[src/hdl/composite_sync_line_tracker_unit_defines.svh]
// ----------------------------------------------------------------------------
// Composite sync line tracker assertion macros
// Shared concurrent-assertion shorthands for the line tracker.
// ----------------------------------------------------------------------------
`ifndef COMPOSITE_SYNC_LINE_TRACKER_UNIT_DEFINES_SVH
`define COMPOSITE_SYNC_LINE_TRACKER_UNIT_DEFINES_SVH

// Same-cycle implication, disabled while reset is asserted.
`define CSLT_ASSERT_NOW(label, clk, rst_n, ante, cons, msg) \
	label: assert property (@(posedge clk) disable iff (!rst_n) (ante) |-> (cons)) \
		else $error(msg);

// Next-cycle implication, disabled while reset is asserted.
`define CSLT_ASSERT_NEXT(label, clk, rst_n, ante, cons, msg) \
	label: assert property (@(posedge clk) disable iff (!rst_n) (ante) |=> (cons)) \
		else $error(msg);

`endif

[src/hdl/cslt_pkg.sv]
// ----------------------------------------------------------------------------
// cslt_pkg
// Types, codes and defaults shared by the composite sync line tracker.
// ----------------------------------------------------------------------------
`default_nettype none

package cslt_pkg;

	// Default sizing
	localparam int DEF_TIME_BITS     = 32;
	localparam int DEF_LINES_PER_ROW = 10;

	// Field widths
	localparam int TS_W       = 32;
	localparam int LINE_W     = 12;
	localparam int FIRST_W    = 10;
	localparam int ROWS_W     = 4;
	localparam int TICKS_W    = 16;
	localparam int CFG_IDX_W  = 2;
	localparam int CFG_DATA_W = 16;

	// Event opcodes
	localparam logic [1:0] OP_CSYNC = 2'd0;
	localparam logic [1:0] OP_VSYNC = 2'd1;
	localparam logic [1:0] OP_LOST  = 2'd2;

	// Configuration register indexes
	localparam logic [CFG_IDX_W-1:0] CFG_SYNC_POLARITY   = 2'd0;
	localparam logic [CFG_IDX_W-1:0] CFG_FIRST_LINE      = 2'd1;
	localparam logic [CFG_IDX_W-1:0] CFG_TEXT_ROWS       = 2'd2;
	localparam logic [CFG_IDX_W-1:0] CFG_LONG_SYNC_TICKS = 2'd3;

	// Line state codes
	localparam logic signed [LINE_W-1:0] LINE_EOF = -12'sd1;
	localparam logic signed [LINE_W-1:0] LINE_VBL = 12'sd0;
	localparam logic signed [LINE_W-1:0] LINE_SOF = 12'sd1;

	// Configuration register values after reset
	localparam logic               RST_SYNC_POLARITY   = 1'b0;
	localparam logic [FIRST_W-1:0] RST_FIRST_LINE      = 10'd30;
	localparam logic [ROWS_W-1:0]  RST_TEXT_ROWS       = 4'd2;
	localparam logic [TICKS_W-1:0] RST_LONG_SYNC_TICKS = 16'd720;

	typedef struct packed {
		logic [1:0]      opcode;
		logic            sync_level;
		logic [TS_W-1:0] timestamp;
		logic            display_on;
	} evt_t;

	typedef struct packed {
		logic signed [LINE_W-1:0] line_number;
		logic                     trigger_on;
		logic                     frame_start;
		logic                     display_start;
		logic                     frame_end;
	} res_t;

	typedef struct packed {
		logic               sync_polarity;
		logic [FIRST_W-1:0] first_line;
		logic [ROWS_W-1:0]  text_rows;
		logic [TICKS_W-1:0] long_sync_ticks;
	} cfg_t;

endpackage

`default_nettype wire

[src/hdl/cslt_cfg.sv]
// ----------------------------------------------------------------------------
// cslt_cfg
// Configuration register file of the line tracker, one write per request.
// ----------------------------------------------------------------------------
`default_nettype none

module cslt_cfg (
	input  wire logic                              clk,
	input  wire logic                              arst_n,
	input  wire logic                              wr_en,
	input  wire logic [cslt_pkg::CFG_IDX_W-1:0]    wr_index,
	input  wire logic [cslt_pkg::CFG_DATA_W-1:0]   wr_data,
	output cslt_pkg::cfg_t                         cfg
);
	import cslt_pkg::*;

	cfg_t cfg_q;

	// Decode the index and store the low bits of the data
	always_ff @(posedge clk or negedge arst_n) begin
		if (!arst_n) begin
			cfg_q.sync_polarity   <= RST_SYNC_POLARITY;
			cfg_q.first_line      <= RST_FIRST_LINE;
			cfg_q.text_rows       <= RST_TEXT_ROWS;
			cfg_q.long_sync_ticks <= RST_LONG_SYNC_TICKS;
		end else if (wr_en) begin
			unique case (wr_index)
				CFG_SYNC_POLARITY:   cfg_q.sync_polarity   <= wr_data[0];
				CFG_FIRST_LINE:      cfg_q.first_line      <= wr_data[FIRST_W-1:0];
				CFG_TEXT_ROWS:       cfg_q.text_rows       <= wr_data[ROWS_W-1:0];
				CFG_LONG_SYNC_TICKS: cfg_q.long_sync_ticks <= wr_data[TICKS_W-1:0];
				default: ;
			endcase
		end
	end

	assign cfg = cfg_q;

endmodule

`default_nettype wire

[src/hdl/cslt_core.sv]
// ----------------------------------------------------------------------------
// cslt_core
// Line state registers and the single-pass update for one sync event.
// ----------------------------------------------------------------------------
`default_nettype none

module cslt_core #(
	parameter int TIME_BITS     = cslt_pkg::DEF_TIME_BITS,
	parameter int LINES_PER_ROW = cslt_pkg::DEF_LINES_PER_ROW
) (
	input  wire logic        clk,
	input  wire logic        arst_n,
	input  wire logic        accept,
	input  wire cslt_pkg::evt_t evt,
	input  wire cslt_pkg::cfg_t cfg,
	output cslt_pkg::res_t   res
);
	import cslt_pkg::*;

	logic signed [LINE_W-1:0] line_q, line_d, line_inc;
	logic [TIME_BITS-1:0]     start_q, start_d, now, width;
	logic                     trig_q, trig_d;
	logic                     is_start, is_long;
	logic                     fstart, dstart, fend;
	logic [LINE_W-1:0]        bound, first_ext;

	// Pulse width in the tick domain; a negative width is never long
	assign now      = TIME_BITS'(evt.timestamp);
	assign width    = now - start_q;
	assign is_long  = !width[TIME_BITS-1] && (width > TIME_BITS'(cfg.long_sync_ticks));
	assign is_start = (evt.sync_level == cfg.sync_polarity);

	// Display window bounds
	assign first_ext = LINE_W'(cfg.first_line);
	assign bound     = first_ext + LINE_W'(cfg.text_rows) * LINE_W'(LINES_PER_ROW)
		+ LINE_W'(2);
	assign line_inc  = line_q + LINE_W'(1);

	// Next line state for the event
	always_comb begin
		line_d = line_q;
		trig_d = trig_q;
		start_d = start_q;
		fstart = 1'b0;
		dstart = 1'b0;
		fend = 1'b0;
		unique case (evt.opcode)
			OP_VSYNC: begin
				trig_d = 1'b0;
				line_d = LINE_VBL;
			end
			OP_LOST: begin
				trig_d = 1'b0;
				line_d = LINE_EOF;
			end
			OP_CSYNC: begin
				if (line_q <= LINE_VBL) begin
					// Measure pulses while idle or in vblank
					if (is_start) begin
						start_d = now;
					end else if (is_long) begin
						line_d = LINE_VBL;
					end else if (line_q == LINE_VBL) begin
						if (!evt.display_on) begin
							trig_d = 1'b0;
							line_d = LINE_EOF;
							fend = 1'b1;
						end else begin
							line_d = LINE_SOF;
							fstart = 1'b1;
						end
					end
				end else if (is_start) begin
					// Count lines inside the frame
					line_d = line_inc;
					if ($unsigned(line_inc) == first_ext) begin
						trig_d = 1'b1;
						dstart = 1'b1;
					end else if ($unsigned(line_inc) >= bound) begin
						trig_d = 1'b0;
						line_d = LINE_EOF;
						fend = 1'b1;
					end
				end
			end
			default: ;
		endcase
	end

	// Advance the state on each accepted request
	always_ff @(posedge clk or negedge arst_n) begin
		if (!arst_n) begin
			line_q <= LINE_EOF;
			trig_q <= 1'b0;
			start_q <= '0;
		end else if (accept) begin
			line_q <= line_d;
			trig_q <= trig_d;
			start_q <= start_d;
		end
	end

	assign res.line_number   = line_d;
	assign res.trigger_on    = trig_d;
	assign res.frame_start   = fstart;
	assign res.display_start = dstart;
	assign res.frame_end     = fend;

endmodule

`default_nettype wire

[src/hdl/composite_sync_line_tracker_unit.sv]
// ----------------------------------------------------------------------------
// composite_sync_line_tracker_unit
// Follows the video line from timestamped composite-sync, vsync and
// lost-sync events and reports the line state after each event.
//
// Channels: evt (valid/stall) takes one event request, res (valid/stall)
// gives one result per event, cfg (valid/ready) writes a register; cfg is
// always ready.
// Result: registered, and shown in the cycle after its event is accepted.
// Throughput: one event per cycle unless stalled; the single result register
// lets the next event in while the current result is being taken.
// Stall: while a result waits under res_stall, evt_stall is raised and the
// line state holds.
// Reset: arst_n clears the line state to end of frame, the trigger, the
// pulse start time and the result valid, and loads the register defaults.
// ----------------------------------------------------------------------------
`default_nettype none

module composite_sync_line_tracker_unit #(
	parameter int TIME_BITS     = cslt_pkg::DEF_TIME_BITS,
	parameter int LINES_PER_ROW = cslt_pkg::DEF_LINES_PER_ROW
) (
	input  wire logic                              clk,
	input  wire logic                              arst_n,
	input  wire logic                              evt_valid,
	output      logic                              evt_stall,
	input  wire cslt_pkg::evt_t                    evt,
	output      logic                              res_valid,
	input  wire logic                              res_stall,
	output cslt_pkg::res_t                         res,
	input  wire logic                              cfg_valid,
	output      logic                              cfg_ready,
	input  wire logic [cslt_pkg::CFG_IDX_W-1:0]    cfg_index,
	input  wire logic [cslt_pkg::CFG_DATA_W-1:0]   cfg_data
);
	import cslt_pkg::*;

`include "composite_sync_line_tracker_unit_defines.svh"

	cfg_t cfg;
	res_t res_d, res_s1;
	logic valid_q, evt_accept;

	assign cfg_ready = 1'b1;

	cslt_cfg u_cfg (
		.clk      (clk),
		.arst_n   (arst_n),
		.wr_en    (cfg_valid && cfg_ready),
		.wr_index (cfg_index),
		.wr_data  (cfg_data),
		.cfg      (cfg)
	);

	// Hold new requests only while a result is stuck at the output
	assign evt_stall  = valid_q && res_stall;
	assign evt_accept = evt_valid && !evt_stall;

	cslt_core #(
		.TIME_BITS     (TIME_BITS),
		.LINES_PER_ROW (LINES_PER_ROW)
	) u_core (
		.clk    (clk),
		.arst_n (arst_n),
		.accept (evt_accept),
		.evt    (evt),
		.cfg    (cfg),
		.res    (res_d)
	);

	// Result register: load on accept, drop valid once taken
	always_ff @(posedge clk or negedge arst_n) begin
		if (!arst_n) begin
			valid_q <= 1'b0;
		end else if (evt_accept) begin
			valid_q <= 1'b1;
		end else if (!res_stall) begin
			valid_q <= 1'b0;
		end
	end

	always_ff @(posedge clk) begin
		if (evt_accept) begin
			res_s1 <= res_d;
		end
	end

	assign res_valid = valid_q;
	assign res       = res_s1;

	`CSLT_ASSERT_NEXT(a_accept_gives_result, clk, arst_n, evt_accept, res_valid, "accepted event gave no result")
	`CSLT_ASSERT_NOW(a_one_pulse, clk, arst_n, res_valid, $onehot0({res.frame_start, res.display_start, res.frame_end}), "more than one pulse in a result")
	`CSLT_ASSERT_NOW(a_start_line, clk, arst_n, res_valid && res.frame_start, res.line_number == LINE_SOF, "frame start off the first line")
	`CSLT_ASSERT_NOW(a_end_state, clk, arst_n, res_valid && res.frame_end, res.line_number == LINE_EOF && !res.trigger_on, "frame end with live line state")

endmodule

`default_nettype wire
[config.mk]
export PLATFORM = sky130hd
export DESIGN_NAME = composite_sync_line_tracker_unit
export DESIGN_NICKNAME = d
export VERILOG_FILES = /design/src/hdl/cslt_pkg.sv /design/src/hdl/cslt_cfg.sv /design/src/hdl/cslt_core.sv /design/src/hdl/composite_sync_line_tracker_unit.sv
export VERILOG_INCLUDE_DIRS = /design/src /design/src/hdl
export SDC_FILE = /design/constraint.sdc
export NUM_CORES = 1
export LEC_CHECK = 0
export BUFFER_PORTS_ARGS = -buffer_cell sky130_fd_sc_hd__buf_2
export CAP_MARGIN = 30
export CORE_UTILIZATION = 38
export CTS_CLUSTER_DIAMETER = 40
export DETAILED_ROUTE_END_ITERATION = 8
export HOLD_SLACK_MARGIN = 0.15
export PLACE_DENSITY = 0.54
export SLEW_MARGIN = 10
export SYNTH_ARGS = -nofsm -noshare
export SYNTH_HDL_FRONTEND = slang
export SYNTH_HIERARCHICAL = 1
export SYNTH_SLANG_ARGS = --single-unit
[constraint.sdc]
create_clock -name clk -period 7.6 [get_ports clk]
set_clock_uncertainty 0.15 [all_clocks]
set_input_delay 1.52 -clock clk [delete_from_list [all_inputs] [get_ports clk]]
set_output_delay 1.52 -clock clk [all_outputs]
set_load 0.01 [all_outputs]
==> results of run 1 <==
==> layer usage <==
metal	GRT usage (%)	wire (um)	part of all wire [%]
met5	0	0	0
met4	4.88	214	1.1
met3	2.88	832	4.4
met2	28.9	8060	43
met1	28.2	9710	52
==> power groups by stage <==
stage                     combinational (mW)  sequential, mW  clock [mW]
after CTS                               1.96           0.791       0.526
after floorplan                         1.54           0.743           0
after detailed placement                1.94           0.800           0
after global routing                    2.23           0.808       0.545
final                                   1.95           0.791       0.510
after global placement                  1.94           0.795           0
==> path summary, 6_finish.rpt <==
kind	cells past startpoint	slack, ps	end	start
worst min-delay path	1	360	u_cfg/cfg[13]	u_cfg/cfg[13]
worst min register to register	1	360	u_cfg/cfg[13]	u_cfg/cfg[13]
worst max-delay path	21	1420	res[5]	evt[1]
worst max register to register	20	2010	res[8]	u_cfg/cfg[17]
min in group asynchronous	1	860	u_cfg/cfg[16]	arst_n
max in group asynchronous	2	5320	u_core/start_q[2]	arst_n
==> synth_stat cells, types with 6 or more instances <==
cell      instances  share of area, %
a211oi_1         10              0.97
a21o_1           22               2.1
a21oi_1          70               4.5
a31oi_1          10              0.81
and2_1            8              0.65
and3_1           11              0.89
and4_1            7              0.80
clkbuf_1         30               1.5
dfrtp_1          56                18
dfstp_2          21               7.2
edfxtp_1         16               6.2
ha_1             78                13
inv_1            80               3.9
mux2_2           23               3.4
mux2_4           10               1.9
nand2_1          78               3.8
nand2b_1          6              0.49
nand3_1          10              0.65
nand4_1          12              0.97
nor2_1           35               1.7
nor2b_1           6              0.49
nor3_1           14              0.91
o21a_1            9              0.88
o21ai_0          66               4.3
o21bai_1         10              0.97
xnor2_1          21               2.4
xor2_1           24               2.7
==> per-stage QoR <==
stage | hold slack (ps) | cells | setup slack (ps) | util (%) | cell area (um^2)
finish | 361 | 1176 | 1420 | 43.7 | 8600
global route | 383 | 1176 | 870 | 43.7 | 8600
global placement | 349 | 1160 | 1200 | 42.1 | 8270
floorplan | 318 | 856 | 1890 | - | 7710
detailed placement | 347 | 1160 | 1040 | 42.1 | 8270
CTS | 368 | 1176 | 1400 | 43.7 | 8600
==> worst max-delay path: cells and delay by family <==
family / cells / cell delay [ps]
simple gates: 2 / 430
xor+xnor: 1 / 190
fa+ha+maj: 3 / 760
compound gates: 12 / 3050
buf+inv: 3 / 220
==> final cells by class <==
type	instances	area, um^2
fill	2010	11100
sequential	93	2430
tap	265	332
multi-input combinational	642	4790
clock inverter	6	100
clock buffer	10	229
inverter	80	300
timing repair buffer	80	413
==> cell families (layout without fill, tap and decap cells) <==
| logic type | Yosys count | in the layout | share of synthesized area (%) |
|---|---|---|---|
| compound gates | 264 | 264 | 22.8 |
| xor+xnor | 49 | 49 | 6.30 |
| fa+ha+maj | 81 | 81 | 13.4 |
| buf+inv | 121 | 176 | 6.39 |
| flops | 93 | 93 | 31.6 |
| mux | 35 | 35 | 5.57 |
| other cells | 1 | 1 | 0.0486 |
| simple gates | 212 | 212 | 13.9 |
==> flip-flops by register name, indices dropped and copies added (netlist names) <==
name	cells
u_cfg/cfg	31
res	16
u_core/line_q	12
res_valid	1
u_core/trig_q	1
u_core/start_q	32
==> key figures, run 1 <==
Pwr
  – Tot Pwr: approximately 3.3 mW
  – Combinational power share: approximately three fifths
  – Worst vdd ir: roughly 160 uV
  – Power Dens Cells: 378 nW/um^2
  – Internal: between 1.5 and 2 mW
  – Sequential power share: 24.3%
  – Clk pwr share: about 16%
  – Net Sw Frac: 44.2%
  – Leakage: 3.95 nW
  – NetSw: ~1.4 mW

Clock network
  – Hold_buf cts: 0
  – Clk sinks: 93
  – Clock latency on the worst-skew pair: between 300 and 400 ps
  – Clock slew at reported path FFs: approximately 70 ps
  – CTS max path bufs: 2
  – Post-CTS Repair Setup Buffers: 0
  – Root Driver: clkbuf_16
  – CTS tree: yes
  – CTS H-tree depth: 3
  – CTS resizes: 0
  – Total CTS buffers: 9

Critical path
  – Worst path cell trace: buf_2, inv_1, ha_1, inv_1, fa_1, a211oi_1, o21ai_0, a21boi_0, o221ai_1, xor2_1, ha_1, a21o_1, a21o_1, a21oi_1, o211ai_1, a21oi_1, nand4b_1, o31ai_4, nand2_2, a31o_1, a221oi_1
  – Crit Path Category: input port to flop
  – Worst path max stage delay: 480 ps
  – Data required time of the worst path: around 7600 ps
  – Critical-path maximum fanout: 13
  – Critical Path Source Type: input port
  – Slowest cell on crit path: o31ai_4
  – Critical Path Sink Type: flop
  – CP arrival: around 6200 ps

Final layout
  – Most common library cell in the layout ignoring fill and taps: inv_1
  – Most frequent cells in the layout: 80 x inv_1, 78 x nand2_1, 78 x ha_1
  – Nets: about 1,000
  – Layout area overhead: 11.5%
  – Diode count: 0
  – Share of layout cells above drive strength 1: 19.1%

Detailed routing
  – Post-DRT Antenna Nets: 0
  – First-pass DRT Iterations: 5
  – Starting DRT DRC Count: between 400 and 500
  – DR vias: approximately 6,400
  – DRC viols: 0
  – WL/cell: roughly 16 um
  – DR vias/cell: around 5.4
  – Detailed Route WL: between 15 and 20 mm

Placed design
  – PortBufs: 76
  – Gpl congestion: 0.850
  – Detailed Place HPWL: ~15 mm

STA
  – Fin crit share: 81.3%
  – Slew HR: 35.1%
  – Tmin final: just over 6000 ps
  – Fin. Hold Viols: 0
  – Unrepaired setup endpoints after global routing: no
  – Final setup fails: 0
  – F_max: between 0.15 and 0.2 GHz
  – Final Slew Violations: 0
  – Setup TNS: 0 ps
  – Pin slew with the least headroom to its limit: slightly below 1000 ps

Logic synthesis
  – Post-synthesis cell area: between 7000 and 8000 um^2
  – Dominant synthesized flop cell: dfrtp_1
  – Post-synth EDFFs: 16
  – Syn_area_per_cell: 9.01 um^2
  – Yosys warns: 6
  – Register area share after synthesis: between 30% and 40%
  – Synth Register Bits: 93
  – Async SR Flop Fraction: 82.8%
  – Mapped Cells: 856
  – Syn Nets: ~1,000
  – Yosys cell types: 80

Floorplanning
  – Die span in x: 144 um
  – Chip height: 144 um
  – I/O pins: between 70 and 80
  – Die area: around 21,000 um^2
  – Floorplan core area: 19,700 um^2
  – Starting Density: 39.2%
  – Row Count: 51

Global routing
  – Total gr overflow: 0
  – Number of global-route vias before repair: ~6,000
  – First-pass GRT wire length: approximately 31 mm
  – Tot GR Track Use: a little under a fifth
  – Initial antenna violation count: 0
  – Largest net degree at the start of global routing: 65

Hold path
  – Worst Hold Class: flop to flop

Outcome
  – Outcome: complete, no violations

Run
  – Max-cap violations: 0
(Power assumes the default switching activity.)
==> run 2, diff against run 1 <==
- clock period: 7.6 -> 6.2 ns (I/O delays scaled with it)
==> key figures, run 2 (synthesis results as in run 1) <==
Outcome
  – Outcome: complete, no violations

STA
  – Final setup fails: 0 (unchanged)
  – WHS: 365 ps (+4.29 ps)
  – Setup TNS: 0 ps (unchanged)
  – Slew HR: 30.0% (-5.2 points)
  – Pin slew with the least headroom to its limit: 1040 ps (+76.7 ps)
  – F_max: approximately 0.18 GHz
  – Final Worst Setup Slack: 556 ps (-865 ps)
  – Fin. Hold Viols: 0 (unchanged)
  – Final Slew Violations: 0 (unchanged)
  – Fin crit share: ~91%
  – Tmin final: ~5600 ps
  – Unrepaired setup endpoints after global routing: no

Global routing
  – Tot GR Track Use: 19.6% (+0.48 points)
  – Number of global-route vias before repair: 6,022 (+0.13%)
  – First-pass GRT wire length: 31.7 mm (+2.0%)
  – Total gr overflow: 0 (unchanged)
  – Largest net degree at the start of global routing: 66 (+1.5%)
  – Initial antenna violation count: 0 (unchanged)

Final layout
  – Largest reg by FF count: u_core/start_q
  – Share of layout cells above drive strength 1: 19.5% (+0.35 points)
  – Most frequent cells in the layout: 80 x inv_1, 78 x nand2_1, 78 x ha_1
  – Multi-input gate area: 4790 um^2 (unchanged)
  – FF/Latch Area: 2430 um^2 (unchanged)
  – Final core utilization: 43.6% (-0.12 points)
  – Fill cells: 2,045 (+1.7%)
  – Nets: 1,050 (+0.38%)
  – Diode count: 0 (unchanged)
  – Layout area overhead: 11.2%
  – Most common library cell in the layout ignoring fill and taps: inv_1
  – Design area: 8570 um^2 (-0.28%)
  – Max FFs per register: 32 (unchanged)
  – Final cell count without fillers: 1,180 (+0.34%)

Critical path
  – Worst path max stage delay: 500 ps (+20 ps)
  – Slowest cell on crit path: o31ai_4
  – Worst path cell trace: buf_2, inv_1, ha_1, inv_1, fa_1, a211oi_1, o21ai_0, a21boi_0, o221ai_1, xor2_1, ha_1, a21o_1, a21o_1, a21oi_1, o211ai_1, a21oi_1, nand4b_1, o31ai_4, nand2_2, a31o_1, a221oi_1
  – Critical Path Source Type: input port
  – Critical Path Sink Type: flop
  – Critical-path maximum fanout: 9 (-4)
  – Data required time of the worst path: 6220 ps (-1380 ps)
  – CP arrival: 5670 ps (-510 ps)
  – Crit Path Category: input port to flop

Pwr
  – Leakage: 3.95 nW (-0.21%)
  – Tot Pwr: 3.93 mW (+21%)
  – Power Dens Cells: 458 nW/um^2 (+21%)
  – Worst vdd ir: 189 uV (+17%)

Detailed routing
  – Post-DRT Antenna Nets: 0 (unchanged)
  – Detailed Route WL: 19.3 mm (+2.4%)
  – DR vias: 6,446 (+1.0%)
  – DR vias/cell: 5.46 (+0.69%)
  – Starting DRT DRC Count: 402 (-9.3%)
  – WL/cell: 16.3 um (+2.1%)
  – DRC viols: 0 (unchanged)
  – First-pass DRT Iterations: 5 (unchanged)

Clock network
  – Clock latency on the worst-skew pair: 360 ps (about the same)
  – Hold_buf cts: 0 (unchanged)
  – Total CTS buffers: 9 (unchanged)
  – Clock slew at reported path FFs: 70 ps (about the same)
  – Clk sinks: 93 (unchanged)
  – CTS max path bufs: 2 (unchanged)
  – Root Driver: clkbuf_16
  – CTS tree: yes
  – CTS H-tree depth: 3 (unchanged)
  – Post-CTS Repair Setup Buffers: 0 (unchanged)
  – CTS resizes: 0 (unchanged)

Placed design
  – Gpl congestion: 0.871 (+2.4%)
  – Cells after DPL: 1,164 (+0.34%)
  – Detailed Place HPWL: 14.8 mm (+0.93%)
  – PortBufs: 76 (unchanged)
  – Post-placement worst setup slack: 186 ps (-851 ps)
  – Cell Area, Placed: 8300 um^2 (+0.36%)

Floorplanning
  – Chip height: 144 um (unchanged)
  – Row Count: 51 (unchanged)
  – Die span in x: 144 um (unchanged)
  – Floorplan core area: 19,700 um^2 (unchanged)
  – Die area: 20,900 um^2 (unchanged)
  – I/O pins: 78 (unchanged)
  – Starting Density: 39.2% (unchanged)

Hold path
  – Worst Hold Class: flop to flop

Run
  – Max-cap violations: 0 (unchanged)
==> run 2: changes by cell type in the layout (fill, tap and decap cells not counted) <==
cell        before  now
clkinv_2         0    2
inv_8            2    1
buf_4            5    9
clkinvlp_4       0    1
bufinv_16        2    0
==> run 2: cell type report <==
cell class	count	share of cell area, %
flip-flops and latches	93	28.4
repair buffers	84	5.17
clock inverters	6	0.540
clock buffers	10	2.67
well taps	265	3.87
multi-input cells	642	55.9
inverters	80	3.50
==> run 2: power breakdown <==
part	switching [mW]	total (mW)	internal, mW
combinational	1.38	2.42	1.04
sequential	0.132	0.968	0.836
clock	0.267	0.543	0.277
total	1.78	3.93	2.15
==> run 2: final timing paths <==
check | slack (ps) | from | end | cells after the start
worst max-delay path | 560 | evt[1] | res[5] | 21
worst min-delay path | 370 | u_cfg/cfg[8] | u_cfg/cfg[8] | 1
worst max register to register | 750 | u_cfg/cfg[17] | res[8] | 20
worst min register to register | 370 | u_cfg/cfg[8] | u_cfg/cfg[8] | 1
max in group asynchronous | 4240 | arst_n | u_core/start_q[14] | 2
min in group asynchronous | 570 | arst_n | u_cfg/cfg[30] | 1
==> run 2: worst max-delay path: cells and delay by family <==
kind,cells,cell delay [ps]
buf+inv,3,220
simple gates,2,340
xor+xnor,1,210
compound gates,12,2900
fa+ha+maj,3,780
==> run 2: per-layer routing <==
metal | GRT usage [%] | part of all wire, % | wire length [um]
met1 | 28.9 | 51 | 9820
met2 | 29.4 | 43 | 8240
met3 | 2.68 | 5.0 | 963
met4 | 6.20 | 1.2 | 240
met5 | 0 | 0 | 0
==> run 3, diff against run 2 <==
- clock period: 6.2 -> 5.6 ns (I/O delays scaled with it)
==> key figures, run 3 (synthesis results as in run 1) <==
Final layout
  – Share of layout cells above drive strength 1: 21.2% (+1.8 points)
  – Diode count: 0 (unchanged)
  – Layout area overhead: 13.2%
  – Most common library cell in the layout ignoring fill and taps: inv_1
  – Most frequent cells in the layout: 80 x inv_1, 78 x ha_1, 77 x nand2_1
  – Fill cells: 1,981 (-3.1%)
  – Largest reg by FF count: u_core/start_q
  – Max FFs per register: 32 (unchanged)
  – Nets: 1,063 (+1.2%)

Critical path
  – Worst R2R Path Depth: 20 (unchanged)
  – Reg2reg setup slack: 410 ps (-340 ps)
  – Worst path cell trace: ha_1, ha_1, fa_1, ha_1, ha_1, o21ai_0, a21oi_1, o21ai_0, a21oi_1, nand2b_1, ha_1, nor4_1, o21ai_0, a311oi_2, nor2_1, nand2_2, buf_4, a31oi_1, a21bo_2, o221ai_1
  – Reg2Reg Capture Point: res[12]
  – Critical Path Source Type: flop
  – CP arrival: 5120 ps (-550 ps)
  – Most used cell, CP: ha_1
  – Family with the most delay on the worst path: adder cells
  – Data required time of the worst path: 5530 ps (-690 ps)
  – Crit path depth: 20 (-4.8%)
  – Slowest cell on crit path: dfstp_2
  – Buffer and inverter count on the worst path: 1 (-2)
  – Critical Path Sink Type: flop
  – Crit Path Category: flop to flop
  – Critical path origin: u_cfg/cfg[17]
  – R2R Path Start: u_cfg/cfg[17]
  – Worst path max stage delay: 560 ps (+60 ps)
  – Critical-path maximum fanout: 6 (-3)
  – CP Capture Point: res[12]

STA
  – Final Slew Violations: 0 (unchanged)
  – F_max: about 0.19 GHz
  – Slew HR: 48.4% (+18 points)
  – Fin. Hold Viols: 0 (unchanged)
  – Fin crit share: 92.6%
  – Pin slew with the least headroom to its limit: 767 ps (-274 ps)
  – Tmin final: approximately 5200 ps
  – Final setup fails: 0 (unchanged)
  – Setup TNS: 0 ps (unchanged)
  – WHS: 364 ps (-1.48 ps)
  – Final Worst Setup Slack: 412 ps (-144 ps)

Floorplanning
  – I/O pins: 78 (unchanged)
  – Chip height: 144 um (unchanged)
  – Starting Density: 39.2% (unchanged)
  – Die area: 20,900 um^2 (unchanged)
  – Floorplan core area: 19,700 um^2 (unchanged)
  – Row Count: 51 (unchanged)
  – Die span in x: 144 um (unchanged)

Global routing
  – Initial antenna violation count: 0 (unchanged)
  – Tot GR Track Use: 19.3% (-0.27 points)
  – Largest net degree at the start of global routing: 43 (-35%)
  – Number of global-route vias before repair: 6,144 (+2.0%)
  – Total gr overflow: 0 (unchanged)
  – First-pass GRT wire length: 31.5 mm (-0.63%)

Detailed routing
  – WL/cell: 16.0 um (-1.8%)
  – Detailed Route WL: 19.1 mm (-0.76%)
  – First-pass DRT Iterations: 7 (+2)
  – DR vias/cell: 5.40 (-1.2%)
  – DR vias: 6,442 (-0.062%)
  – Starting DRT DRC Count: 391 (-2.7%)
  – Post-DRT Antenna Nets: 0 (unchanged)
  – DRC viols: 0 (unchanged)

Clock network
  – Clk sinks: 93 (unchanged)
  – Clock latency on the worst-skew pair: 360 ps (about the same)
  – Total CTS buffers: 9 (unchanged)
  – CTS tree: yes
  – Root Driver: clkbuf_16
  – CTS H-tree depth: 3 (unchanged)
  – Post-CTS Repair Setup Buffers: 0 (unchanged)
  – Clock slew at reported path FFs: 70 ps (about the same)
  – CTS max path bufs: 2 (unchanged)

Placed design
  – Gpl congestion: 0.870 (-0.11%)
  – PortBufs: 76 (unchanged)
  – Detailed Place HPWL: 14.9 mm (+0.19%)
  – Post-placement worst setup slack: -46.5 ps (-233 ps)

Pwr
  – Worst vdd ir: 209 uV (+10%)
  – Net Sw Frac: 44.3% (-0.91 points)
  – Internal: 2.48 mW (+15%)
  – Power Dens Cells: 510 nW/um^2 (+11%)
  – Leakage: 4.03 nW (+2.1%)
  – Clk pwr share: 14.6% (+0.8 points)
  – Sequential power share: 24.1% (-0.5 points)
  – Tot Pwr: 4.45 mW (+13%)
  – Combinational power share: 61.3% (-0.2 points)
  – NetSw: 1.97 mW (+11%)

Hold path
  – Worst Hold Class: flop to flop

Run
  – Max-cap violations: 0 (unchanged)

Outcome
  – Outcome: complete, no violations
==> run 3: routing by layer <==
metal | global-route usage [%] | up-vias | part of all wire [%]
met3 | 3.28 | 26 | 4.2
met5 | 0 | - | 0
met4 | 5.98 | 0 | 1.7
li1 | - | 3226 | -
met2 | 28.7 | 167 | 43
met1 | 28.3 | 3023 | 51
==> run 3: final cells by class <==
cell class | count | area, um^2 | share of cell area [%]
clock buffers | 10 | 229 | 2.62
clock inverters | 6 | 75.1 | 0.860
inverters | 80 | 300 | 3.44
multi-input cells | 642 | 4820 | 55.2
flip-flops and latches | 93 | 2430 | 27.9
well taps | 265 | 332 | 3.80
repair buffers | 97 | 541 | 6.19
==> run 3: stage by stage <==
| step | instances | cell area [um^2] | utilization [%] |
|---|---|---|---|
| 2_1_floorplan | 856 | 7710 | - |
| 3_3_place_gp | 1177 | 8400 | 42.7 |
| 3_5_place_dp | 1177 | 8400 | 42.7 |
| 4_1_cts | 1193 | 8700 | 44.3 |
| 5_1_grt | 1193 | 8730 | 44.4 |
| 6_report | 1193 | 8730 | 44.4 |
==> run 3: what timing repair did <==
action | CTS | global route
hold buffers | 0 | 0
setup endpoints to repair | 0 | 18
gates resized for setup | 0 | 8
==> run 3: power groups by stage <==
stage          clock network (mW)  logic (mW)  registers (mW)
4_1_cts                     0.669        2.72            1.07
5_1_grt                     0.692        3.10            1.10
6_report                    0.650        2.73            1.07
3_3_place_gp                    0        2.70            1.08
2_1_floorplan                   0        2.08            1.01
3_5_place_dp                    0        2.69            1.08
==> run 3: how the worst min path moves through the flow <==
stage / start / end / slack (ps) / cells after the start
2_1_floorplan: u_core/trig_q / u_core/trig_q / 320 / 2
3_3_place_gp: u_cfg/cfg[3] / u_cfg/cfg[3] / 340 / 1
3_5_place_dp: u_cfg/cfg[8] / u_cfg/cfg[8] / 350 / 1
4_1_cts: u_cfg/cfg[8] / u_cfg/cfg[8] / 370 / 1
5_1_grt: u_cfg/cfg[13] / u_cfg/cfg[13] / 390 / 1
6_report: u_cfg/cfg[8] / u_cfg/cfg[8] / 360 / 1
